`src/rtl/plst_pkg.sv`:
```
package plst_pkg;

  localparam int unsigned CAPACITY = 64;
  localparam int unsigned IDX_W    = $clog2(CAPACITY);
  localparam int unsigned CNT_W    = 8;
  localparam int unsigned VAL_W    = 32;

  typedef enum logic [2:0] {
    MODE_APPEND = 3'd0,
    MODE_INSERT = 3'd1,
    MODE_DELETE = 3'd2,
    MODE_READ   = 3'd3,
    MODE_FIND   = 3'd4,
    MODE_CLEAR  = 3'd5
  } mode_e;

  typedef enum logic [2:0] {
    STATUS_OK       = 3'd0,
    STATUS_RANGE    = 3'd1,
    STATUS_EMPTY    = 3'd2,
    STATUS_FULL     = 3'd3,
    STATUS_NOTFOUND = 3'd4
  } status_e;

  typedef struct packed {
    mode_e                    mode;
    logic [7:0]               position;
    logic signed [VAL_W-1:0]  item_value;
  } cmd_t;

  typedef struct packed {
    status_e                  status;
    logic signed [VAL_W-1:0]  result_value;
    logic [7:0]               found_position;
    logic [CNT_W-1:0]         list_length;
  } rsp_t;

  // Broadcast to every cell of the row.
  typedef struct packed {
    logic                     ins;
    logic                     del;
    logic [IDX_W-1:0]         pidx;
    logic [CNT_W-1:0]         count;
    logic signed [VAL_W-1:0]  key;
  } cell_ctrl_t;

  typedef struct packed {
    logic                     hit;
    logic signed [VAL_W-1:0]  rd_data;
  } cell_stat_t;

endpackage

```
`src/rtl/plst_cell.sv`:
```
module plst_cell (
  input  logic                            clk_i,
  input  logic [plst_pkg::IDX_W-1:0]      idx_i,
  input  plst_pkg::cell_ctrl_t            ctrl_i,
  input  logic signed [plst_pkg::VAL_W-1:0] left_i,
  input  logic signed [plst_pkg::VAL_W-1:0] right_i,
  output logic signed [plst_pkg::VAL_W-1:0] val_o,
  output plst_pkg::cell_stat_t            stat_o
);

  logic signed [plst_pkg::VAL_W-1:0] val_q;
  logic signed [plst_pkg::VAL_W-1:0] val_d;

  always_comb begin
    val_d = val_q;
    if (ctrl_i.ins && (idx_i == ctrl_i.pidx)) begin
      val_d = ctrl_i.key;
    end else if (ctrl_i.ins && (idx_i > ctrl_i.pidx)) begin
      val_d = left_i;
    end else if (ctrl_i.del && (idx_i >= ctrl_i.pidx)) begin
      val_d = right_i;
    end
  end

  always_ff @(posedge clk_i) begin
    val_q <= val_d;
  end

  assign val_o          = val_q;
  assign stat_o.hit     = (plst_pkg::CNT_W'(idx_i) < ctrl_i.count) && (val_q == ctrl_i.key);
  assign stat_o.rd_data = (idx_i == ctrl_i.pidx) ? val_q : '0;

endmodule

```
`config.mk`:
```
export PLATFORM = sky130hd
export DESIGN_NAME = plst_cell
export DESIGN_NICKNAME = d
export VERILOG_FILES = /design/src/rtl/plst_pkg.sv /design/src/rtl/plst_cell.sv
export SDC_FILE = /design/constraint.sdc
export NUM_CORES = 1
export LEC_CHECK = 0
export BUFFER_PORTS_ARGS = -buffer_cell sky130_fd_sc_hd__buf_2
export CAP_MARGIN = 10
export CORE_UTILIZATION = 44
export DETAILED_ROUTE_END_ITERATION = 10
export PLACE_DENSITY = 0.95
export SETUP_SLACK_MARGIN = 0.2
export SLEW_MARGIN = 10
export SYNTH_ARGS = -nofsm -noshare
export SYNTH_HDL_FRONTEND = slang
export SYNTH_SLANG_ARGS = --single-unit
```
`constraint.sdc`:
```
create_clock -name clk_i -period 7.8 [get_ports clk_i]
set_input_delay 1.17 -clock clk_i [delete_from_list [all_inputs] [get_ports clk_i]]
set_output_delay 1.17 -clock clk_i [all_outputs]
set_load 0.05 [all_outputs]
```
==> impl_metrics.yaml <==
timing:
  setup_ws_ns: 3.65
  min_period_over_period_pct: 53.2
  setup-violations-final: 0
  fmax_mhz: 241
  rsz0062_at_grt: "no"
  slew_violations: 0
  slew_headroom_pct: 26.0
  fin_tns_setup_ns: 0
  period_minus_slack_ns: 4.15
  hold_violations: 0
  worstMarginPinSlew_ns: 1.11
clock_network:
  tritoncts: "built"
  post_cts_resized: 0
  cts_root_buffer: "clkbuf_8"
  post_cts_buffers: 0
  postCtsHoldBufs: 0
  cts-buffers-inserted: 5
  cts_max_level: 2
  cts.sinks: 32
  cts_buffer_depth: 2
  path_clk_slew_ns: 0.08
cells_and_area:
  nNetsFinal: 536
  layout_common_cells: "buf_2, and3_1, a221o_1, xor2_1, edfxtp_1"
  antennaDiodeCount: 0
  fillCellCount: 492
  utilization_pct: 64.1
  final_common_cell: "buf_2"
  layout-drive-gt1-share_pct: 48.2
  largest_register_ffs: 32
  synthToLayoutAreaGrowth_pct: 41.1
  finish.instance_area_sq_mm: 0.00351
die:
  die-area_sq_mm: 0.00596
  core-area_sq_mm: 0.00547
  fp.dieH_um: 77.2
  ios: 184
  die_width_um: 77.2
  start_util_pct: 45.4
  placementRows: 27
worst_setup_path:
  critPathLaunchType: "input port"
  worstSetupPathType: "in -> out"
  cp.arrival_ns: 2.98
  slowest_stage: "and2_1"
  cp.depth: 6
  crit_buf_inv: 3
  cpPeakStageDelay_ns: 0.86
  crit_top_cell: "buf_2"
  end_kind: "output port"
  cp_top_family: "simple AND/OR/NAND/NOR gates"
  cp_cell_sequence: "buf_2 > inv_1 > ha_1 > and2_1 > and3_1 > buf_2"
  worstPathMaxFanout: 35
  required_ns: 6.63
grt:
  antenna_found_initial: 0
  grt_max_degree: 37
  grt_pass1_wl_um: 12800
  grt_usage_pct: 27.6
  grt_pass1_vias: 2588
  overflow: 0
synthesis:
  ys_types: 27
  ys_seq_area_share_pct: 38.7
  syn_area_per_cell_sq_um: 10.6
  synth-seq-cells: 32
  syn_inst: 235
  synth_nets: 365
  synth_area_sq_mm: 0.00249
  ys_warn_count: 0
placed_design:
  placedInstanceArea_sq_mm: 0.00340
  dp.final_hpwl_um: 6290
  globalplace.congestion: 0.802
  place.port_buffers: 183
  dp_slack_ns: 3.69
min_path:
  hold_depth: 2
  min_path_type: "in -> reg"
detailed_routing:
  routedWlPerCell_um: 17.8
  vias: 2745
  via_per_inst: 5.73
  postRouteAntennaNets: 0
  drtIter0Drc: 151
  post-route-drc-count: 0
  drt_wl_total_um: 8530
  first_pass_iters: 5
power:
  power_density_mw_per_mm2: 195
  peakVddDrop_v: 0.000122
  leakagePower_nw: 1.97
run:
  drv_cap: 0
status:
  status: "complete, no violations"
[synthesized netlist by cell type (all sizes together)]
cell | instances | area, sq um
o32a | 1 | 10.0
clkbuf | 13 | 48.8
a21o | 1 | 7.51
o21ai | 1 | 5.00
o2111ai | 1 | 8.76
o2bb2ai | 1 | 8.76
nor2 | 2 | 7.51
o31ai | 1 | 12.5
inv | 12 | 45.0
xor2 | 32 | 280
buf | 7 | 60.1
o21a | 1 | 15.0
nor2b | 1 | 6.26
o311a | 1 | 21.3
nand2b | 1 | 6.26
and4 | 1 | 11.3
edfxtp | 32 | 961
a21oi | 3 | 15.0
ha | 11 | 138
nand2 | 2 | 7.51
a211oi | 2 | 15.0
nor4 | 8 | 50.1
and2 | 2 | 12.5
nand4 | 2 | 12.5
a221o | 32 | 320
and3 | 64 | 400
[power breakdown]
group	leakage (nW)	total, mW	internal [mW]	switching, mW
clock network	0.0552	0.159	0.0948	0.0646
registers	0.301	0.254	0.228	0.0261
logic	1.61	0.271	0.0819	0.190
[per-stage QoR]
step                hold slack, ns  power [mW]  instances
floorplan                     1.38       0.438        235
detailed placement            1.47       0.528        471
CTS                           1.17       0.685        479
global route                  1.17       0.711        479
global placement              1.47       0.520        471
finish                        1.18       0.685        479
[path summary, 6_finish.rpt]
| path | from | slack (ns) | endpoint |
|---|---|---|---|
| max | ctrl_i[41] | 3.65 | stat_o[8] |
| min | left_i[1] | 1.18 | val_o[1] |
[cell type report]
cell class / count / area, sq um / share of cell area [%]
clock buffer: 6 / 72.6 / 2.07
clock inverter: 2 / 35.0 / 0.999
inverter: 12 / 45.0 / 1.28
multi-input combinational: 171 / 1380 / 39.4
sequential: 32 / 961 / 27.4
tap: 72 / 90.1 / 2.57
timing repair buffer: 184 / 923 / 26.3
[routing by layer]
metal | track usage [%] | share of wire, % | vias up
met1 | 33.6 | 40 | 1315
met3 | 3.45 | 6.4 | 12
li1 | - | - | 1266
met2 | 50.3 | 52 | 152
met4 | 8.30 | 1.6 | 0
met5 | 0 | 0 | -
[cell families (layout without fill, tap and decap cells)]
family	Yosys count	in the layout	synth area share (%)
compound gates	45	45	17.7
xor+xnor	32	32	11.3
fa+ha+maj	11	11	5.54
buf+inv	32	204	6.19
flops	32	32	38.7
simple gates	83	83	20.7
Note: power is estimated with default switching activity, not from simulation.
